--- config.mk ---
export PLATFORM = sky130hd
export DESIGN_NAME = stable_priority_queue
export DESIGN_NICKNAME = d
export VERILOG_FILES = /design/src/hdl/spq_pkg.sv /design/src/hdl/spq_ctrl.sv /design/src/hdl/spq_datapath.sv /design/src/hdl/stable_priority_queue.sv
export SDC_FILE = /design/constraint.sdc
export NUM_CORES = 2
export LEC_CHECK = 0
export BUFFER_PORTS_ARGS = -buffer_cell sky130_fd_sc_hd__buf_2
export CORE_ASPECT_RATIO = 0.7
export CORE_MARGIN = 2
export CORE_UTILIZATION = 40
export DETAILED_ROUTE_END_ITERATION = 8
export PLACE_DENSITY = 0.6
export SLEW_MARGIN = 20
export SYNTH_ARGS = -nofsm -noshare
export SYNTH_HDL_FRONTEND = slang
export SYNTH_SLANG_ARGS = --single-unit
--- constraint.sdc ---
create_clock -name clk -period 12.1 [get_ports clk]
set_input_delay 0.605 -clock clk [delete_from_list [all_inputs] [get_ports clk]]
set_output_delay 0.605 -clock clk [all_outputs]
set_load 0.02 [all_outputs]
--- src/hdl/spq_pkg.sv ---
// Shared types and constants for the stable priority queue.
// No dependencies. Used by every module in the project.
`default_nettype none

package spq_pkg;

    localparam int DEFAULT_DEPTH = 64;

    localparam int PRI_W  = 8;
    localparam int TAG_W  = 16;
    localparam int STAT_W = 2;
    localparam int OCC_W  = 7;

    localparam logic ACT_INSERT = 1'b0;
    localparam logic ACT_POP    = 1'b1;

    typedef enum logic [STAT_W-1:0] {
        ST_INSERTED = 2'd0,
        ST_FULL     = 2'd1,
        ST_POPPED   = 2'd2,
        ST_EMPTY    = 2'd3
    } status_t;

    // Commands from the controller to the datapath
    typedef struct packed {
        logic load;
        logic exec;
    } ctrl_cmd_t;

endpackage

`default_nettype wire

--- src/hdl/spq_ctrl.sv ---
// Sequencing controller for the stable priority queue.
// Depends on spq_pkg for the command struct.
`default_nettype none

module spq_ctrl
(
    input  wire logic              clk,
    input  wire logic              rst_n,
    input  wire logic              start,
    output logic                   busy,
    output logic                   done,
    output spq_pkg::ctrl_cmd_t     cmd
);

    typedef enum logic {
        S_IDLE,
        S_EXEC
    } state_t;

    state_t state_reg, state_next;
    logic   done_reg, done_next;

    always_comb
    begin
        state_next = state_reg;
        done_next  = 1'b0;
        case (state_reg)
            S_IDLE:
            begin
                if (start)
                begin
                    state_next = S_EXEC;
                end
            end
            S_EXEC:
            begin
                state_next = S_IDLE;
                done_next  = 1'b1;
            end
            default:
            begin
                state_next = S_IDLE;
            end
        endcase
    end

    always_ff @(posedge clk or negedge rst_n)
    begin
        if (!rst_n)
        begin
            state_reg <= S_IDLE;
            done_reg  <= 1'b0;
        end
        else
        begin
            state_reg <= state_next;
            done_reg  <= done_next;
        end
    end

    assign busy     = (state_reg == S_EXEC);
    assign done     = done_reg;
    assign cmd.load = start && (state_reg == S_IDLE);
    assign cmd.exec = (state_reg == S_EXEC);

endmodule

`default_nettype wire

--- src/hdl/spq_datapath.sv ---
// Sorted slot array, command latch and result registers of the queue.
// Depends on spq_pkg for widths, codes and the command struct.
`default_nettype none

module spq_datapath
#(
    parameter int QUEUE_DEPTH = spq_pkg::DEFAULT_DEPTH
)
(
    input  wire logic                        clk,
    input  wire logic                        rst_n,
    input  wire spq_pkg::ctrl_cmd_t          cmd,
    input  wire logic                        action,
    input  wire logic [spq_pkg::PRI_W-1:0]   entry_priority,
    input  wire logic [spq_pkg::TAG_W-1:0]   entry_tag,
    output logic [spq_pkg::STAT_W-1:0]       status,
    output logic [spq_pkg::PRI_W-1:0]        out_priority,
    output logic [spq_pkg::TAG_W-1:0]        out_tag,
    output logic [spq_pkg::OCC_W-1:0]        occupancy
);

    localparam int CW = $clog2(QUEUE_DEPTH + 1);

    logic                        act_reg;
    logic [spq_pkg::PRI_W-1:0]   pri_reg;
    logic [spq_pkg::TAG_W-1:0]   tag_reg;

    logic [spq_pkg::PRI_W-1:0]   slot_pri_reg [QUEUE_DEPTH];
    logic [spq_pkg::TAG_W-1:0]   slot_tag_reg [QUEUE_DEPTH];
    logic [CW-1:0]               count_reg, count_next;

    spq_pkg::status_t            status_reg, status_next;
    logic [spq_pkg::PRI_W-1:0]   opri_reg, opri_next;
    logic [spq_pkg::TAG_W-1:0]   otag_reg, otag_next;

    logic                        full;
    logic                        empty;
    logic                        do_insert;
    logic                        do_pop;
    logic [QUEUE_DEPTH-1:0]      ge;
    logic [CW+spq_pkg::OCC_W-1:0] count_ext;

    assign full      = (count_reg == CW'(QUEUE_DEPTH));
    assign empty     = (count_reg == '0);
    assign do_insert = cmd.exec && (act_reg == spq_pkg::ACT_INSERT) && !full;
    assign do_pop    = cmd.exec && (act_reg == spq_pkg::ACT_POP) && !empty;

    // Latch the command beat on acceptance
    always_ff @(posedge clk)
    begin
        if (cmd.load)
        begin
            act_reg <= action;
            pri_reg <= entry_priority;
            tag_reg <= entry_tag;
        end
    end

    // Each held slot at or above the new priority stays ahead of it
    genvar i;
    generate
        for (i = 0; i < QUEUE_DEPTH; i++)
        begin : g_slot
            assign ge[i] = (CW'(i) < count_reg) && (slot_pri_reg[i] >= pri_reg);

            always_ff @(posedge clk)
            begin
                if (do_insert && !ge[i])
                begin
                    if (i == 0)
                    begin
                        slot_pri_reg[i] <= pri_reg;
                        slot_tag_reg[i] <= tag_reg;
                    end
                    else if (ge[(i == 0) ? 0 : i-1])
                    begin
                        slot_pri_reg[i] <= pri_reg;
                        slot_tag_reg[i] <= tag_reg;
                    end
                    else
                    begin
                        slot_pri_reg[i] <= slot_pri_reg[(i == 0) ? 0 : i-1];
                        slot_tag_reg[i] <= slot_tag_reg[(i == 0) ? 0 : i-1];
                    end
                end
                else if (do_pop && (i < QUEUE_DEPTH-1))
                begin
                    // advance towards the front
                    slot_pri_reg[i] <= slot_pri_reg[(i < QUEUE_DEPTH-1) ? i+1 : i];
                    slot_tag_reg[i] <= slot_tag_reg[(i < QUEUE_DEPTH-1) ? i+1 : i];
                end
            end
        end
    endgenerate

    always_comb
    begin
        count_next  = count_reg;
        status_next = status_reg;
        opri_next   = opri_reg;
        otag_next   = otag_reg;
        if (cmd.exec)
        begin
            opri_next = '0;
            otag_next = '0;
            if (act_reg == spq_pkg::ACT_INSERT)
            begin
                if (full)
                begin
                    status_next = spq_pkg::ST_FULL;
                end
                else
                begin
                    status_next = spq_pkg::ST_INSERTED;
                    count_next  = count_reg + 1'b1;
                end
            end
            else
            begin
                if (empty)
                begin
                    status_next = spq_pkg::ST_EMPTY;
                end
                else
                begin
                    status_next = spq_pkg::ST_POPPED;
                    opri_next   = slot_pri_reg[0];
                    otag_next   = slot_tag_reg[0];
                    count_next  = count_reg - 1'b1;
                end
            end
        end
    end

    always_ff @(posedge clk or negedge rst_n)
    begin
        if (!rst_n)
        begin
            count_reg <= '0;
        end
        else
        begin
            count_reg <= count_next;
        end
    end

    always_ff @(posedge clk)
    begin
        status_reg <= status_next;
        opri_reg   <= opri_next;
        otag_reg   <= otag_next;
    end

    // Occupancy carries the low bits of the count, zero-extended when narrower
    assign count_ext    = {{spq_pkg::OCC_W{1'b0}}, count_reg};
    assign occupancy    = count_ext[spq_pkg::OCC_W-1:0];
    assign status       = status_reg;
    assign out_priority = opri_reg;
    assign out_tag      = otag_reg;

endmodule

`default_nettype wire

--- src/hdl/stable_priority_queue.sv ---
// Top level of the stable priority queue: controller plus sorted slot datapath.
// Depends on spq_pkg, spq_ctrl and spq_datapath.
//
//  channel   handshake              payload
//  command   start, busy            action, entry_priority, entry_tag
//  result    done (one-cycle beat)  status, out_priority, out_tag, occupancy
//
// A command beat is taken when start is high and busy is low. busy then stays
// high for one cycle while the whole slot array compares against the new
// priority and shifts in a single step; the result beat follows in the next
// cycle, during which a new command may already be taken. The receiver cannot
// stall, so results are never held back.
// Reset clears the controller and the fill count; slot contents need no clearing.
`default_nettype none

module stable_priority_queue
#(
    parameter int QUEUE_DEPTH = spq_pkg::DEFAULT_DEPTH
)
(
    input  wire logic                        clk,
    input  wire logic                        rst_n,
    input  wire logic                        start,
    output logic                             busy,
    input  wire logic                        action,
    input  wire logic [spq_pkg::PRI_W-1:0]   entry_priority,
    input  wire logic [spq_pkg::TAG_W-1:0]   entry_tag,
    output logic                             done,
    output logic [spq_pkg::STAT_W-1:0]       status,
    output logic [spq_pkg::PRI_W-1:0]        out_priority,
    output logic [spq_pkg::TAG_W-1:0]        out_tag,
    output logic [spq_pkg::OCC_W-1:0]        occupancy
);

    spq_pkg::ctrl_cmd_t cmd;

    spq_ctrl u_ctrl
    (
        .clk   (clk),
        .rst_n (rst_n),
        .start (start),
        .busy  (busy),
        .done  (done),
        .cmd   (cmd)
    );

    spq_datapath
    #(
        .QUEUE_DEPTH (QUEUE_DEPTH)
    )
    u_datapath
    (
        .clk            (clk),
        .rst_n          (rst_n),
        .cmd            (cmd),
        .action         (action),
        .entry_priority (entry_priority),
        .entry_tag      (entry_tag),
        .status         (status),
        .out_priority   (out_priority),
        .out_tag        (out_tag),
        .occupancy      (occupancy)
    );

endmodule

`default_nettype wire

Yosys cells after proc, flatten, opt, wreduce, memory -nomap -nowiden --
Memories as Yosys holds them, arrays and structs flattened. Cells that the tools add are included.
Word-level totals: input bits 28, register bits 60, bits in writable memories 1536, memories 2, word-level logic and storage cells 1368
Cells by class: reduce and logical (&&, ||, !) cells 202, magnitude comparators 128, muxes and demuxes 768, bitwise operators 254, $add $sub $neg 2, equality and inequality tests 3
Memories:
- u_datapath.slot_tag_reg | words 64, bits a word 16, read ports 64, clocked after Yosys merged registers in 0, wr ports 64, line spq_datapath.sv:29 | logic [spq_pkg::TAG_W-1:0] slot_tag_reg [QUEUE_DEPTH];
- u_datapath.slot_pri_reg | words 64, bits a word 8, read ports 64, clocked after Yosys merged registers in 0, wr ports 64, line spq_datapath.sv:28 | logic [spq_pkg::PRI_W-1:0] slot_pri_reg [QUEUE_DEPTH];
Operator list (number):
- 16-bit 2-to-1 mux | 126
- 8-bit 2-to-1 mux | 126
- 8-bit greater-or-equal comparator | 64
- 1-bit 2-to-1 mux | 511
- 1-bit OR | 252
- 6-bit by 7-bit < comparator with 1-bit output, first input constant | 32
- 1-bit logical AND | 133
- 5-bit by 7-bit < comparator with 1-bit output, first input constant | 16
- 1-bit logical NOT | 66
- 4-bit by 7-bit < comparator with 1-bit output, first input constant | 8
- 3-bit by 7-bit < comparator with 1-bit output, first input constant | 4
- 7-bit 2-to-1 mux | 3
- 1-bit by 7-bit < comparator with 1-bit output, first input constant | 2
- 2-bit by 7-bit < comparator with 1-bit output, first input constant | 2
- 7-bit by 1-bit adder with 7-bit output, second input constant | 1
- 7-bit == test, second input constant | 1
- 7-bit logical NOT | 1
- 7-bit by 1-bit subtractor with 7-bit output, second input constant | 1
- 3-bit AND reduction | 1
- 2-bit 2-to-1 mux | 1
- 2-bit by 1-bit != test with 1-bit output, second input constant | 1
- 2-bit != test, second input constant | 1
- 1-bit inverter | 2
- 1-bit one-hot mux with 2 select lines | 1
- 2-bit OR reduction | 1

Logic depth before layout (Yosys ltp) --
An unclocked memory read counts as a cell.
word-level depth 9, depth in mapped cells 13, gate-level depth less buffers 9

Hierarchy --
From an unflattened synthesis, not the netlist that was laid out.
Second synthesis, totals: cells, all modules 8714, area, all modules 92879.1 sq um
By module, submodules not included:
- spq_datapath | seq. area each 47830.9 sq um, area each 92800.3 sq um, times used 1, cells each 8709
- spq_ctrl | seq. area each 50.0 sq um, area each 78.8 sq um, times used 1, cells each 5

Worst setup path after synthesis --
No wires, ideal clock.
path kind reg2reg, from reg u_datapath.pri_reg[5] (netlist name), to mem u_datapath.slot_pri_reg[20][0] (netlist name), enable pin, required time 11662 ps, clock period less this slack 5573 ps, arrival time 5135 ps, path slack 6527 ps, cell stages (with the launch flop) 13, path buffers 4, cells stage by stage edfxtp_1 > clkbuf_1 > inv_1 > ha_1 > a21o_1 > a21o_1 > a21oi_1 > o31ai_1 > and2_1 > clkbuf_1 > clkbuf_1 > clkbuf_1 > o21ai_0
RTL lines:
- from (decl) | line spq_datapath.sv:25 | logic [spq_pkg::PRI_W-1:0] pri_reg;
- from (signal assigned) | line spq_datapath.sv:54 | pri_reg <= entry_priority;
- to (decl) | line spq_datapath.sv:28

==> qor.csv <==
stage,metric,value,unit
status,status,finished clean,
placed_design,placed cell area,95100,um2
drt,Detail Route Antenna Nets,0,
placed_design,IO Port Bufs,62,
global_route,global-route wire length before repair,489,mm
final_layout,Largest register FFs,1024,
sta,min Tclk post-route,5.88,ns
sta,Tcrit/Tclk final,48.6,%
worst_hold_path,WHS Path Cells,1,
sta,Finish-stage setup viols,0,
power_and_ir_drop,Net Switching,0.00703,W
floorplanning,Core Region,229000,um2
worst_hold_path,hold path startpoint,entry_priority[4],
synth,"Distinct cells, synth",76,
global_route,GRT Util Overall,27.6,%
synth,Post-synth top flop,edfxtp_1,
power_and_ir_drop,Logic pwr share,29.1,%
synth,"top cells by area, synth","edfxtp_1, ha_1, nand2_1",
synth,number of flops mapped to enable cells by yosys,1587,
critical_path,R2R Setup Slk,6.22,ns
placed_design,Placer Congestion,0.912,
clocking,"Clk Latency, worst-skew pair",0.84,ns
power_and_ir_drop,static power due to leakage,37.2,nW
final_layout,fraction of layout cells with a size suffix above 1,8.06,%
global_route,total gr overflow,0,
drt,remaining routing DRC violations,0,
clocking,htree depth,4,
sta,Max Fclk,0.170,GHz
clocking,"Reg clk slew, reported paths",0.06,ns
sta,Final Hold Viols,0,
drt,Vias,77300,
critical_path,worst r2r dst,u_datapath.slot_pri_reg[23][1],
clocking,clock root buffer,clkbuf_16,
synth,"FFs w/ async S/R, synth",0.564,%
power_and_ir_drop,P per Cell Area,190,nW/um2
sta,Slew @ Worst Pin,1.27,ns
drt,drt total wl,334,mm
drt,routed len/inst,28.5,um
job,max-capacitance violation count,0,
synth,Syn. warnings,0,
synth,cell accounting for the most synthesized area,edfxtp_1,
sta,Slew HR,15.4,%
clocking,clock sinks,1596,
synth,Mapped Cells,8865,
power_and_ir_drop,Sequential Power Share,43.8,%
synth,Synth Cell Area,92200,um2
power_and_ir_drop,P_int,0.0121,W
synth,#FFs+latches synth,1596,
critical_path,CP endpoint kind,flip-flop,
floorplanning,Initial Utilization,40.2,%
critical_path,Worst EP required,12.63,ns
floorplanning,die width,578,um
critical_path,Worst Reg-to-Reg Cells,11,
drt,via density per instance,6.61,
floorplanning,Site Rows,147,
power_and_ir_drop,Worst VDD drop,0.128,mV
synth,Post-synth top cells,"edfxtp_1, nand2_1, nand3_1",
drt,Initial DRC Count,11500,
synth,Synth top area share,51.7,%
sta,Pins Over Slew Limit,0,
worst_hold_path,Worst Hold End,u_datapath.pri_reg[4],
sta,Sum Neg Setup Slack,0,ns
worst_hold_path,Hold Path Class,input pin to flip-flop,
drt,1st-pass router iterations,6,
clocking,CTS max path bufs,4,
power_and_ir_drop,Sw Share,36.7,%
clocking,CTS tree,done,
final_layout,"Net count, final",9051,
floorplanning,Die ar.,234000,um2
floorplanning,boundary pin count,63,
critical_path,FF-to-FF Start,u_datapath.occupancy[1],
synth,Mapped Nets,9408,
placed_design,Final HPWL DP,225,mm
sta,Fin Clk Skew,0.0413,ns
floorplanning,Chip Height,406,um
clocking,Inserted Clock Buffers,167,
sta,RSZ-0062 raised after global routing,false,
global_route,antenna violations before repair,12,
final_layout,Finished Cell Area,101000,um2
global_route,largest net degree at the start of global routing,265,
synth,most instantiated library cell after synthesis,edfxtp_1,
global_route,vias in the first global route,72600,
critical_path,crit path DAT,6.41,ns
critical_path,crit path kind,flip-flop to flip-flop,
synth,sequential area share after synthesis,51.9,%
power_and_ir_drop,clock power share,27.1,%
critical_path,startpoint types,flip-flop,
final_layout,area growth from synthesis to layout,9.13,%
synth,syn avg cell area,10.4,um2
final_layout,FILL cells,21500,
critical_path,maximum fanout along the worst path,104,
clocking,post-cts gate resize count,0,
## cells by family after synthesis
kind of cell / after synthesis / share of synthesized area, %
flops: 1596 / 51.9
simple gates: 3308 / 16.4
fa+ha+maj: 515 / 6.99
mux: 430 / 4.70
compound gates: 2083 / 15.6
buf+inv: 925 / 4.34
xor+xnor: 8 / 0.0760
## metal layers
layer / GRT usage (%) / vias to the layer above / share of wire (%)
met5: 0.124 / - / 0.046
met2: 36.1 / 4856 / 39
met3: 9.57 / 471 / 14
met1: 42.0 / 38700 / 44
li1: - / 33200 / -
met4: 7.53 / 6 / 2.7
## layout by cell type, fill, tap and decap left out, types with 85 or more instances in the layout
cell,count
a31oi_1,85
nand4_1,358
ha_1,515
a21o_1,140
o21ai_0,602
nor2_1,381
a22oi_1,318
mux2i_1,406
a21oi_1,222
buf_4,214
nand3_1,876
edfxtp_1,1587
clkbuf_16,170
nand2_1,1385
o211ai_1,131
a221o_1,280
## how the worst max path moves through the flow
stage | startpoint | endpoint | slack [ns] | cells after the start
after floorplan | u_datapath.pri_reg[5] | u_datapath.slot_pri_reg[20][0] | 6.53 | 12
after global placement | u_datapath.occupancy[1] | u_datapath.slot_pri_reg[22][0] | 6.60 | 11
after detailed placement | u_datapath.occupancy[1] | u_datapath.slot_pri_reg[22][0] | 6.39 | 11
after CTS | u_datapath.occupancy[1] | u_datapath.slot_pri_reg[22][0] | 6.41 | 11
after global routing | u_datapath.occupancy[1] | u_datapath.slot_tag_reg[5][61] | 5.95 | 11
final | u_datapath.occupancy[1] | u_datapath.slot_pri_reg[23][1] | 6.22 | 11
## power by group through the flow
stage	registers, W	logic (W)	clock network (W)
final	0.00840	0.00557	0.00520
after global routing	0.00845	0.00605	0.00543
after CTS	0.00833	0.00544	0.00522
after detailed placement	0.00844	0.00542	0
after global placement	0.00843	0.00524	0
after floorplan	0.00809	0.00371	0
## worst max-delay path, stage by stage, from the launching register on
cell     delay, ns
dfrtp_1       0.63
inv_1         0.21
ha_1          0.26
or4b_4        0.26
o21a_2        0.20
buf_4         0.28
buf_4         0.35
and2_4        0.57
buf_4         0.65
buf_4         0.90
buf_4         0.83
o21ai_0       0.24
## timing repair
action	in CTS	in global routing
hold endpoints to repair	30	0
buffers inserted	0	0
hold buffers	22	0
## final cells by class
type	instances	area [um2]	area share [%]
Antenna cell	12	30.0	0.0298
Clock buffer	198	4360	4.33
Clock inverter	95	820	0.814
Inverter	88	343	0.341
Multi-Input combinational cell	6344	41000	40.7
Sequential cell	1596	47900	47.6
Tap cell	3054	3820	3.80
Timing Repair Buffer	311	2410	2.39
## through the flow
stage	power (W)	cells	setup WS [ns]	utilization [%]	hold slack (ns)
floorplan	0.0118	8865	6.53	-	0.309
global placement	0.0137	11400	6.60	41.4	0.461
detailed placement	0.0139	11400	6.39	41.5	0.467
finish	0.0192	11700	6.22	43.9	0.0557
global route	0.0199	11700	5.95	43.9	0.0143
CTS	0.0190	11700	6.41	43.8	0.0164
No activity file was read; power rests on OpenSTA's default activity.
